===== src/hdl/tlfc_pkg.sv =====
// Shared types and constants of the text line field counter.
`default_nettype none

package tlfc_pkg;

    localparam int unsigned BYTE_W       = 8;
    localparam int unsigned FIELD_COUNT_W = 16;
    localparam int unsigned LINE_INDEX_W = 24;
    localparam int unsigned STATUS_W     = 2;
    localparam int unsigned CFG_INDEX_W  = 3;
    localparam int unsigned CFG_DATA_W   = 16;

    localparam logic [BYTE_W-1:0] CHAR_NEWLINE = 8'd10;
    localparam logic [BYTE_W-1:0] CHAR_SPACE   = 8'd32;
    localparam logic [BYTE_W-1:0] CHAR_TAB     = 8'd9;
    localparam logic [BYTE_W-1:0] CHAR_CR      = 8'd13;

    localparam logic [STATUS_W-1:0] ST_LINE      = 2'd0;
    localparam logic [STATUS_W-1:0] ST_FINAL     = 2'd1;
    localparam logic [STATUS_W-1:0] ST_EMPTY_END = 2'd2;
    localparam logic [STATUS_W-1:0] ST_QUOTE_ERR = 2'd3;

    typedef enum logic [CFG_INDEX_W-1:0] {
        CFG_SEPARATOR  = 3'd0,
        CFG_QUOTE_A    = 3'd1,
        CFG_QUOTE_B    = 3'd2,
        CFG_SKIP_BLANK = 3'd3,
        CFG_SKIP_LINES = 3'd4
    } t_cfg_index;

    typedef enum logic [2:0] {
        PH_SKIP    = 3'd0,
        PH_LINE    = 3'd1,
        PH_TOKEN   = 3'd2,
        PH_WSQUOTE = 3'd3,
        PH_DONE    = 3'd4
    } t_phase;

    typedef struct packed {
        logic [BYTE_W-1:0] data_byte;
        logic              end_of_input;
    } t_in_item;

    typedef struct packed {
        logic [FIELD_COUNT_W-1:0] field_count;
        logic [LINE_INDEX_W-1:0]  line_index;
        logic [STATUS_W-1:0]      status;
        logic                     last;
    } t_out_item;

    typedef struct packed {
        logic [BYTE_W-1:0] separator;
        logic [BYTE_W-1:0] quote_a;
        logic [BYTE_W-1:0] quote_b;
        logic              skip_blank;
    } t_cfg;

    // A byte after classification, as it travels from the front to the back.
    typedef struct packed {
        logic [BYTE_W-1:0] data_byte;
        logic              eoi;
        logic              is_newline;
        logic              is_space;
        logic              is_quote;
        logic              is_sep;
        logic              ws_mode;
    } t_class;

endpackage

`default_nettype wire


===== src/hdl/text_line_field_counter.sv =====
// Top level of the text line field counter: configuration registers and wiring.
//
// The block takes a text stream one byte per request on the input channel
// (i_in_valid / o_in_ready / i_in_data) and returns one result per reported
// line on the output channel (o_out_valid / i_out_ready / o_out_data). A
// request with end_of_input set closes the stream and yields the result
// marked last; after it every request is taken and dropped until reset.
// Throughput is one byte per cycle while the receiver takes the results. A
// byte is written into the two-entry classification queue at the edge that
// accepts it; the line state machine processes it once it is at the queue
// head and the result register is empty or being read, and that edge also
// loads the result register that drives o_out_valid. A stalled receiver holds the result register;
// the queue then fills, and o_in_ready falls once both entries are held.
// Reset is synchronous and active low: the configuration takes its default
// values (whitespace mode, double and single quote, blank lines skipped,
// no leading lines skipped) and the queue and result register empty.
// Configuration is written through i_cfg_we / i_cfg_index / i_cfg_data in
// one cycle and must only change while the block is idle.
`default_nettype none

module text_line_field_counter #(
    parameter int unsigned COUNT_WIDTH = 16,
    parameter int unsigned LINE_WIDTH  = 24
) (
    input  wire logic                              i_clk,
    input  wire logic                              i_rst_n,
    input  wire logic                              i_cfg_we,
    input  wire logic [tlfc_pkg::CFG_INDEX_W-1:0]  i_cfg_index,
    input  wire logic [tlfc_pkg::CFG_DATA_W-1:0]   i_cfg_data,
    input  wire logic                              i_in_valid,
    output logic                                   o_in_ready,
    input  wire tlfc_pkg::t_in_item                i_in_data,
    output logic                                   o_out_valid,
    input  wire logic                              i_out_ready,
    output tlfc_pkg::t_out_item                    o_out_data
);
    import tlfc_pkg::*;

    t_cfg   r_cfg;
    logic   w_skip_load;
    logic   w_head_valid;
    t_class w_head;
    logic   w_pop;

    // Register writes. The skip count has no copy here: a write loads the
    // back end's counter of lines still to skip directly.
    always_ff @(posedge i_clk) begin
        if (!i_rst_n) begin
            r_cfg.separator  <= '0;
            r_cfg.quote_a    <= 8'd34;
            r_cfg.quote_b    <= 8'd39;
            r_cfg.skip_blank <= 1'b1;
        end else if (i_cfg_we) begin
            unique case (i_cfg_index)
                CFG_SEPARATOR:  r_cfg.separator  <= i_cfg_data[BYTE_W-1:0];
                CFG_QUOTE_A:    r_cfg.quote_a    <= i_cfg_data[BYTE_W-1:0];
                CFG_QUOTE_B:    r_cfg.quote_b    <= i_cfg_data[BYTE_W-1:0];
                CFG_SKIP_BLANK: r_cfg.skip_blank <= i_cfg_data[0];
                default: begin
                end
            endcase
        end
    end

    assign w_skip_load = i_cfg_we && (i_cfg_index == CFG_SKIP_LINES);

    tlfc_front u_front (
        .i_clk        (i_clk),
        .i_rst_n      (i_rst_n),
        .i_cfg        (r_cfg),
        .i_in_valid   (i_in_valid),
        .o_in_ready   (o_in_ready),
        .i_in_data    (i_in_data),
        .o_head_valid (w_head_valid),
        .o_head       (w_head),
        .i_pop        (w_pop)
    );

    tlfc_back #(
        .COUNT_WIDTH (COUNT_WIDTH),
        .LINE_WIDTH  (LINE_WIDTH)
    ) u_back (
        .i_clk        (i_clk),
        .i_rst_n      (i_rst_n),
        .i_skip_blank (r_cfg.skip_blank),
        .i_skip_load  (w_skip_load),
        .i_skip_value (i_cfg_data),
        .i_head_valid (w_head_valid),
        .i_head       (w_head),
        .o_pop        (w_pop),
        .o_out_valid  (o_out_valid),
        .i_out_ready  (i_out_ready),
        .o_out_data   (o_out_data)
    );

endmodule

`default_nettype wire


===== src/hdl/tlfc_front.sv =====
// Front end: classifies incoming bytes and holds them in a two-entry queue.
`default_nettype none

module tlfc_front (
    input  wire logic              i_clk,
    input  wire logic              i_rst_n,
    input  wire tlfc_pkg::t_cfg    i_cfg,
    input  wire logic              i_in_valid,
    output logic                   o_in_ready,
    input  wire tlfc_pkg::t_in_item i_in_data,
    output logic                   o_head_valid,
    output tlfc_pkg::t_class       o_head,
    input  wire logic              i_pop
);
    import tlfc_pkg::*;

    t_class     w_class;
    t_class     r_mem [2];
    logic       r_wr_ptr;
    logic       r_rd_ptr;
    logic [1:0] r_count;
    logic       w_push;
    logic       w_pop;
    logic [BYTE_W-1:0] w_c;

    assign w_c = i_in_data.data_byte;

    always_comb begin
        w_class.data_byte  = w_c;
        w_class.eoi        = i_in_data.end_of_input;
        w_class.is_newline = (w_c == CHAR_NEWLINE);
        w_class.is_space   = (w_c == CHAR_SPACE) || ((w_c >= CHAR_TAB) && (w_c <= CHAR_CR));
        w_class.is_quote   = (w_c != '0) && ((w_c == i_cfg.quote_a) || (w_c == i_cfg.quote_b));
        w_class.is_sep     = (w_c == i_cfg.separator);
        w_class.ws_mode    = (i_cfg.separator == '0);
    end

    assign o_in_ready   = (r_count != 2'd2);
    assign w_push       = i_in_valid && o_in_ready;
    assign o_head_valid = (r_count != 2'd0);
    assign w_pop        = i_pop && o_head_valid;
    assign o_head       = r_mem[r_rd_ptr];

    always_ff @(posedge i_clk) begin
        if (w_push) begin
            r_mem[r_wr_ptr] <= w_class;
        end
    end

    always_ff @(posedge i_clk) begin
        if (!i_rst_n) begin
            r_wr_ptr <= 1'b0;
            r_rd_ptr <= 1'b0;
            r_count  <= 2'd0;
        end else begin
            if (w_push) begin
                r_wr_ptr <= ~r_wr_ptr;
            end
            if (w_pop) begin
                r_rd_ptr <= ~r_rd_ptr;
            end
            if (w_push && !w_pop) begin
                r_count <= r_count + 2'd1;
            end else if (w_pop && !w_push) begin
                r_count <= r_count - 2'd1;
            end
        end
    end

endmodule

`default_nettype wire


===== src/hdl/tlfc_back.sv =====
// Back end: the line and field state machine and the result register.
`default_nettype none

module tlfc_back #(
    parameter int unsigned COUNT_WIDTH = 16,
    parameter int unsigned LINE_WIDTH  = 24
) (
    input  wire logic                                 i_clk,
    input  wire logic                                 i_rst_n,
    input  wire logic                                 i_skip_blank,
    input  wire logic                                 i_skip_load,
    input  wire logic [tlfc_pkg::CFG_DATA_W-1:0]      i_skip_value,
    input  wire logic                                 i_head_valid,
    input  wire tlfc_pkg::t_class                     i_head,
    output logic                                      o_pop,
    output logic                                      o_out_valid,
    input  wire logic                                 i_out_ready,
    output tlfc_pkg::t_out_item                       o_out_data
);
    import tlfc_pkg::*;

    t_phase                   r_phase, n_phase;
    logic [COUNT_WIDTH-1:0]   r_fields, n_fields;
    logic [BYTE_W-1:0]        r_quote, n_quote;
    logic [CFG_DATA_W-1:0]    r_to_skip, n_to_skip;
    logic [LINE_WIDTH-1:0]    r_line, n_line;
    logic                     r_out_valid, n_out_valid;
    t_out_item                r_out, n_out;

    t_phase                   w_eff;
    logic                     w_go;
    logic                     w_emit;
    logic [COUNT_WIDTH-1:0]   w_count;
    logic [STATUS_W-1:0]      w_status;
    logic                     w_last;
    logic [COUNT_WIDTH-1:0]   w_f;
    logic [BYTE_W-1:0]        w_q;
    logic [CFG_DATA_W-1:0]    w_skip_dec;

    assign o_pop       = i_head_valid && (!r_out_valid || i_out_ready);
    assign o_out_valid = r_out_valid;
    assign o_out_data  = r_out;

    always_comb begin
        n_phase    = r_phase;
        n_fields   = r_fields;
        n_quote    = r_quote;
        n_to_skip  = r_to_skip;
        n_line     = r_line;
        w_eff      = r_phase;
        w_go       = 1'b0;
        w_emit     = 1'b0;
        w_count    = '0;
        w_status   = ST_LINE;
        w_last     = 1'b0;
        w_f        = r_fields;
        w_q        = r_quote;
        w_skip_dec = r_to_skip - CFG_DATA_W'(1);

        if (o_pop && (r_phase != PH_DONE)) begin
            w_go = 1'b1;
            if (r_phase == PH_SKIP) begin
                if (i_head.eoi) begin
                    n_phase  = PH_DONE;
                    w_emit   = 1'b1;
                    w_status = ST_EMPTY_END;
                    w_last   = 1'b1;
                    w_go     = 1'b0;
                end else if (r_to_skip != '0) begin
                    if (i_head.is_newline) begin
                        n_to_skip = w_skip_dec;
                        if (w_skip_dec == '0) begin
                            n_phase = PH_LINE;
                        end
                    end
                    w_go = 1'b0;
                end else begin
                    w_eff   = PH_LINE;
                    n_phase = PH_LINE;
                end
            end

            if (w_go) begin
                if (i_head.eoi) begin
                    n_phase = PH_DONE;
                    w_emit  = 1'b1;
                    w_last  = 1'b1;
                    if (i_head.ws_mode && (w_eff == PH_WSQUOTE)) begin
                        w_status = ST_QUOTE_ERR;
                    end else if (r_fields != '0) begin
                        w_status = ST_FINAL;
                        w_count  = r_fields;
                    end else begin
                        w_status = ST_EMPTY_END;
                    end
                end else if (i_head.is_newline) begin
                    if (i_head.ws_mode && (w_eff == PH_WSQUOTE)) begin
                        n_phase  = PH_DONE;
                        w_emit   = 1'b1;
                        w_status = ST_QUOTE_ERR;
                        w_last   = 1'b1;
                    end else begin
                        n_phase = PH_LINE;
                        if ((r_fields != '0) || !i_skip_blank) begin
                            w_emit   = 1'b1;
                            w_count  = r_fields;
                            w_status = ST_LINE;
                            if (r_line != '1) begin
                                n_line = r_line + LINE_WIDTH'(1);
                            end
                            n_fields = '0;
                            n_quote  = '0;
                        end
                    end
                end else if (!i_head.ws_mode) begin
                    // Separator mode: a line with any byte holds at least one field.
                    if (w_f == '0) begin
                        w_f = COUNT_WIDTH'(1);
                    end
                    if ((w_q != '0) && (i_head.data_byte == w_q)) begin
                        w_q = '0;
                    end else if (i_head.is_quote) begin
                        w_q = i_head.data_byte;
                    end
                    if (i_head.is_sep && (w_q == '0) && (w_f != '1)) begin
                        w_f = w_f + COUNT_WIDTH'(1);
                    end
                    n_fields = w_f;
                    n_quote  = w_q;
                end else begin
                    case (w_eff)
                        PH_WSQUOTE: begin
                            if (i_head.data_byte == r_quote) begin
                                n_quote = '0;
                                n_phase = PH_LINE;
                            end
                        end
                        PH_TOKEN: begin
                            if (i_head.is_space) begin
                                n_phase = PH_LINE;
                            end
                        end
                        default: begin
                            if (!i_head.is_space) begin
                                if (r_fields != '1) begin
                                    n_fields = r_fields + COUNT_WIDTH'(1);
                                end
                                if (i_head.is_quote) begin
                                    n_quote = i_head.data_byte;
                                    n_phase = PH_WSQUOTE;
                                end else begin
                                    n_phase = PH_TOKEN;
                                end
                            end
                        end
                    endcase
                end
            end
        end

        if (i_skip_load) begin
            n_to_skip = i_skip_value;
        end

        n_out_valid = r_out_valid && !i_out_ready;
        n_out       = r_out;
        if (w_emit) begin
            n_out_valid       = 1'b1;
            n_out.field_count = FIELD_COUNT_W'(w_count);
            n_out.line_index  = LINE_INDEX_W'(r_line);
            n_out.status      = w_status;
            n_out.last        = w_last;
        end
    end

    always_ff @(posedge i_clk) begin
        if (!i_rst_n) begin
            r_phase     <= PH_SKIP;
            r_fields    <= '0;
            r_quote     <= '0;
            r_to_skip   <= '0;
            r_line      <= '0;
            r_out_valid <= 1'b0;
        end else begin
            r_phase     <= n_phase;
            r_fields    <= n_fields;
            r_quote     <= n_quote;
            r_to_skip   <= n_to_skip;
            r_line      <= n_line;
            r_out_valid <= n_out_valid;
        end
    end

    always_ff @(posedge i_clk) begin
        r_out <= n_out;
    end

endmodule

`default_nettype wire


===== config.mk =====
export PLATFORM = sky130hd
export DESIGN_NAME = text_line_field_counter
export DESIGN_NICKNAME = d
export VERILOG_FILES = /design/src/hdl/tlfc_pkg.sv /design/src/hdl/text_line_field_counter.sv /design/src/hdl/tlfc_front.sv /design/src/hdl/tlfc_back.sv
export SDC_FILE = /design/constraint.sdc
export NUM_CORES = 1
export LEC_CHECK = 0
export BUFFER_PORTS_ARGS = -buffer_cell sky130_fd_sc_hd__buf_4
export CAP_MARGIN = 20
export CORE_UTILIZATION = 54
export DETAILED_ROUTE_END_ITERATION = 16
export PLACE_DENSITY = 0.76
export SYNTH_ARGS = -nofsm -noshare
export SYNTH_HDL_FRONTEND = slang
export SYNTH_SLANG_ARGS = --single-unit

===== constraint.sdc =====
create_clock -name i_clk -period 3.7 [get_ports i_clk]
set_input_delay 0.555 -clock i_clk [delete_from_list [all_inputs] [get_ports i_clk]]
set_output_delay 0.555 -clock i_clk [all_outputs]
set_load 0.05 [all_outputs]

**Word level (Yosys, flattened, before mapping)**

Memories as Yosys holds them, arrays and structs flattened. A register that Yosys moved wholly into a read port is not among the register bits.
Index checks and enable logic that the tools add are counted.

- Add/sub/neg operators: 6
- $lt $le $gt $ge: 2
- Equality and inequality tests: 26
- Multiplexer cells: 91
- Bitwise gates (word level): 4
- Reductions and logical operators: 49

Operator list:

| kind | number |
|---|---|
| two-way mux 16 bit | 26 |
| two-way mux 8 bit | 13 |
| two-way mux 3 bit | 17 |
| adder 16 x 1 -> 16 bit (second input constant) | 2 |
| equality test 8 bit | 4 |
| zero test 16 bit | 2 |
| != test 16 bit (second input constant) | 2 |
| nonzero test 16 bit | 2 |
| adder 24 x 1 -> 24 bit (second input constant) | 1 |
| != test 24 bit (second input constant) | 1 |
| two-way mux 1 bit | 22 |
| two-way mux 2 bit | 11 |
| zero test 8 bit | 2 |
| one-hot mux 8 bit (2 select lines) | 1 |
| AND reduction 8 bit | 2 |
| nonzero test 8 bit | 2 |
| subtractor 16 x 1 -> 16 bit (second input constant) | 1 |
| logical AND 1 bit | 14 |
| equality test 3 x 2 -> 1 bit (second input constant) | 4 |
| != test 3 x 2 -> 1 bit (second input constant) | 4 |
| nonzero test 2 bit | 6 |
| AND reduction 2 bit | 5 |
| equality test 8 x 4 -> 1 bit (second input constant) | 1 |
| equality test 8 x 6 -> 1 bit (second input constant) | 1 |
| 18 further kinds | 32 |

- Bits in registers: 140
- Memory bits (writable): 28
- Output and inout bits: 45
- Logic and storage cells: 196
- Memories: 1

Memory list:

| memory | words | width | read ports | clocked after Yosys merged registers in | wr ports | RTL line | RTL |
|---|---|---|---|---|---|---|---|
| u_front.r_mem | 2 | 14 | 1 | 1 | 1 | tlfc_front.sv:18 | `t_class r_mem [2];` |

**Depth between registers and ports, before layout**

- Depth after elaboration: 14
- Depth in mapped cells: 14

**By module**

From an unflattened synthesis, not the netlist that was laid out.

- Cell total of the unflattened synthesis: 805
- Area total of the unflattened synthesis: 8215.4 sq um

By module, submodules not included:

| module | times used | cells an instance | area an instance (sq um) | sequential area each (sq um) |
|---|---|---|---|---|
| tlfc_back | 1 | 584 | 5535.3 | 2652.5 |
| tlfc_front | 1 | 119 | 1641.6 | 940.9 |
| text_line_field_counter | 1 | 102 | 1038.5 | 500.5 |

**Worst setup path after synthesis**

Ideal clock, no wire load.

- Kind: register -> register
- Start point: reg (tool-made name)
- End point: reg u_back.r_out, in the netlist u_back.o_out_data[0] (enable)
- Data arrival time: 3.560 ns
- Setup slack: -0.319 ns
- Stages on the path, launching flop included: 9
- Cells stage by stage: dfxtp_1 buf_6 buf_12 clkbuf_1 o21ai_0 nand3_1 nand3_1 nand3_1 a21oi_1

RTL lines:

| item | RTL line | RTL |
|---|---|---|
| to (signal assigned) | tlfc_back.sv:195 | `r_out <= n_out;` |
| to (decl) | tlfc_back.sv:28 | `t_out_item r_out, n_out;` |

**Final worst setup path**

- Start point: reg u_back.r_fields[0]
- End point: reg u_back.r_fields[7]

- Longest elaborated chain between the ends: 12

Ends and longest elaborated chain:

| item | RTL line | RTL |
|---|---|---|
| from (decl) | tlfc_back.sv:23 | `logic [COUNT_WIDTH-1:0] r_fields, n_fields;` |
| from (signal assigned) | tlfc_back.sv:186 | `r_fields <= n_fields;` |
| parallel branches: the longest is 12 deep, another holds adder 16 x 1 -> 16 bit | - |  |

Parallel ways; which one is timed is not known. The select of a mux whose other input is x is not followed.
A chain may end at the register's enable or synchronous reset.

==> metrics.md <==
| Metric | Value |
|---|---|
| Status | complete, no violations |
| EDFF count, synth | a little over 70 |
| Post-synth top area share | between 20% and 30% |
| Post-route insts no fill | ~1100 |
| Achievable frequency | 0.2945 GHz |
| Initial antenna violation count | 0 |
| Sink Count | ~170 |
| Sequential share of the synthesized area | 48.93% |
| Final Max Tran Viols | 0 |
| Final WS setup | slightly above 0.3 ns |
| Net Count, Synth | between 900 and 1000 |
| H-tree lvl count | 4 |
| DP Wirelength | 12940 um |
| CP endpoint kind | flop |
| Cell area power density | about 650 nW/um2 |
| Crit-path max cell delay | between 0.7 and 0.8 ns |
| Layout cell share with drive strength beyond 1 | 16.35% |
| Drt total wl | between 15000 and 20000 um |
| Post-Syn Area | ~8400 um2 |
| DIE AREA | roughly 16000 um2 |
| CP max FO | 7 |
| Worst hold slack | approximately 0.32 ns |
| Row Count | 45 |
| Dpl ws | approximately 0.4 ns |
| GPL Wtd Cong | 0.9414 |
| Hold Path Class | primary input to flop |
| Hold Fails Final Rpt | 0 |
| Root Buffer | clkbuf_16 |
| Final period util | 91.78% |
| Placed cells | about 1100 |
| Clock transition at path regs | about 0.06 ns |
| Layout area overhead | 16.48% |
| Largest net degree at the start of global routing | between 40 and 50 |
| Wire per inst | ~16 um |
| Worst VDD drop | ~0.00038 V |
| Critical path, cell by cell | inv_1 -> ha_1 -> nor4b_1 -> nand4_1 -> nand2_1 -> ha_1 -> inv_1 -> o31ai_1 -> nor4b_1 -> nor3_1 -> nor4b_1 -> a211o_1 |
| Gr usage total | between 20% and 30% |
| Setup TNS | 0 ns |
| Final Net Count | ~990 |
| # port buffers | between 70 and 80 |
| Initial Util | roughly 55% |
| TritonCTS Buffers | 17 |
| Clock buffer depth | 2 |
| Max_slew headroom | 39.46% |
| Top cell type by total area after synthesis | edfxtp_1 |
| Critical path class | flop to flop |
| Power Total | about 6.4 mW |
| Ys async rst share | 0% |
| Setup violators final | 0 |
| Largest delay share family, worst path | simple AND/OR/NAND/NOR gates |
| FF+latch count, synth | between 150 and 200 |
| Worst setup path startpoint | u_back.r_fields[0]$_SDFFE_PN0P_ |
| CP Buf/Inv Count | 2 |
| # diodes | 0 |
| Slew @ Worst Pin | about 0.90 ns |
| Global-route wire length before repair | approximately 30000 um |
| Top post-synthesis cells by count | nand2_1, dfxtp_1, nor2_1 |
| Max-cap viol count | 0 |
| Synth top area cells | edfxtp_1, dfxtp_1, nand2_1 |
| CTS tree | yes |
| Antenna Nets Post-Route | 0 |
| Clk_skew | approximately 0.012 ns |
| Setup Fix Bufs, Post-CTS | 0 |
| Unrepaired setup endpoints after global routing | false |
| Post-synth cell types | 67 |
| Starting DRC count in detailed routing | 415 |
| Hold path start | i_in_data[0] |
| Fillers | 1296 |
| Via count of the first global-routing pass | a little over 6000 |
| # resized after CTS | 0 |
| Worst skew pair latency | 0.44 ns |
| Pleak | 3.476 nW |
| Post-route DRC | 0 |
| Cells after synthesis | just under 900 |
| Area of the core | ~15000 um2 |
| Critical path startpoint category | flop |
| Post-layout min period | around 3.4 ns |
| Die width | 126.5 um |
| Die Y | around 130 um |
| Io pins | 78 |
| Placed cell area | between 9000 and 10000 um2 |
| Grt ovf | 0 |
| First-pass DRT Iterations | 7 |
| Final Core Density | between 60% and 70% |
| Final Cell Area | just under 10000 um2 |
| WP data required | 4.01 ns |
| Hold buffers post-CTS | 0 |
| Post-Syn Area per Cell | ~9.6 um2 |
| Vias | 6830 |
| R2R Path Start | u_back.r_fields[0]$_SDFFE_PN0P_ |
| Most numerous cell on the critical path | nor4b_1 |
| Slowest cell on crit path | nor3_1 |
| Synth Flop Type | dfxtp_1 |
| Arr. time, crit path | 3.71 ns |
| YS warnings | 0 |
| Cell with the most instances after synthesis | nand2_1 |
| Vias/cell | between 5 and 6 |
-- routing by layer --
layer  vias up  track usage (%)  wire length, um  share of wire, %
met2       238            40.27             9054                48
met1      3203            29.88             8174                44
met3        42            4.724             1106               5.9
li1       3347                -                -                 -
met4         0            10.84              437               2.3
met5         -                0                0                 0
-- where the power goes --
part           switching, mW  leakage (nW)  internal, mW
Clock                  0.798         0.292         0.975
Combinational           1.47          1.72         0.717
Sequential             0.148          1.47          2.26
-- registers in the layout, summed over array words and instances (netlist names), named ones only --
signal              flops
u_back.o_out_data      43
u_front.r_mem          28
r_cfg                  25
u_back.r_line          24
u_back.r_fields        16
u_back.r_to_skip       16
u_back.r_quote          8
u_back.r_phase          3
u_front.r_count         2
u_back.o_out_valid      1
u_front.r_rd_ptr        1
u_front.r_wr_ptr        1
-- cells in the final DEF, fill, tap and decap left out, types with 4 or more instances in the layout --
cell type	netlist	final
nand3b_1	8	8
a211o_1	6	6
and2_1	14	14
a21oi_1	51	50
dfxtp_1	98	98
nand2_1	103	103
o31ai_1	5	5
nand3_1	34	34
a31oi_1	7	7
xor2_1	30	30
inv_8	0	4
o32ai_1	4	4
nor4b_1	13	13
nor2_1	76	76
ha_1	7	7
nor3_1	21	21
mux2i_1	23	23
xnor2_1	39	39
nand4_1	16	16
buf_4	0	97
nor3b_1	6	6
or2_2	6	6
edfxtp_1	71	71
nor4_1	34	33
nand2b_1	8	8
nor2b_1	6	6
and4_1	4	4
inv_6	0	5
and3_1	10	10
o221ai_1	5	5
inv_1	20	19
mux2_2	5	5
clkbuf_16	0	17
o21ai_0	20	20
or3_1	19	19
a211oi_1	17	17
-- layout make-up --
cell class | instances | area (um2) | share of cell area [%]
sequential | 169 | 4094 | 42.01
multi-input combinational | 642 | 4023 | 41.28
timing repair buffer | 97 | 728.2 | 7.472
clock buffer | 18 | 439.2 | 4.506
tap | 188 | 235.2 | 2.414
clock inverter | 14 | 151.4 | 1.553
inverter | 20 | 75.07 | 0.7703
-- logic make-up after synthesis --
logic type,share of synthesized area [%]
AND/OR/NAND/NOR,24.23
flip-flops,48.93
AO/OA/AOI/OAI,11.78
XOR/XNOR,7.223
buffers and inverters,3.200
multiplexers,3.589
adder cells (fa/ha/maj),1.047
-- worst paths after layout --
path / to / slack [ns] / depth (start not counted)
max: u_back.r_fields[7]$_SDFFE_PN0P_ / 0.30 / 12
min: u_front.r_mem[0][5]$_DFFE_PP_ / 0.32 / 1
max reg2reg: u_back.r_fields[7]$_SDFFE_PN0P_ / 0.30 / 12
min reg2reg: r_cfg[8]$_SDFFE_PN0P_ / 0.47 / 2
(Power assumes the default switching activity.)
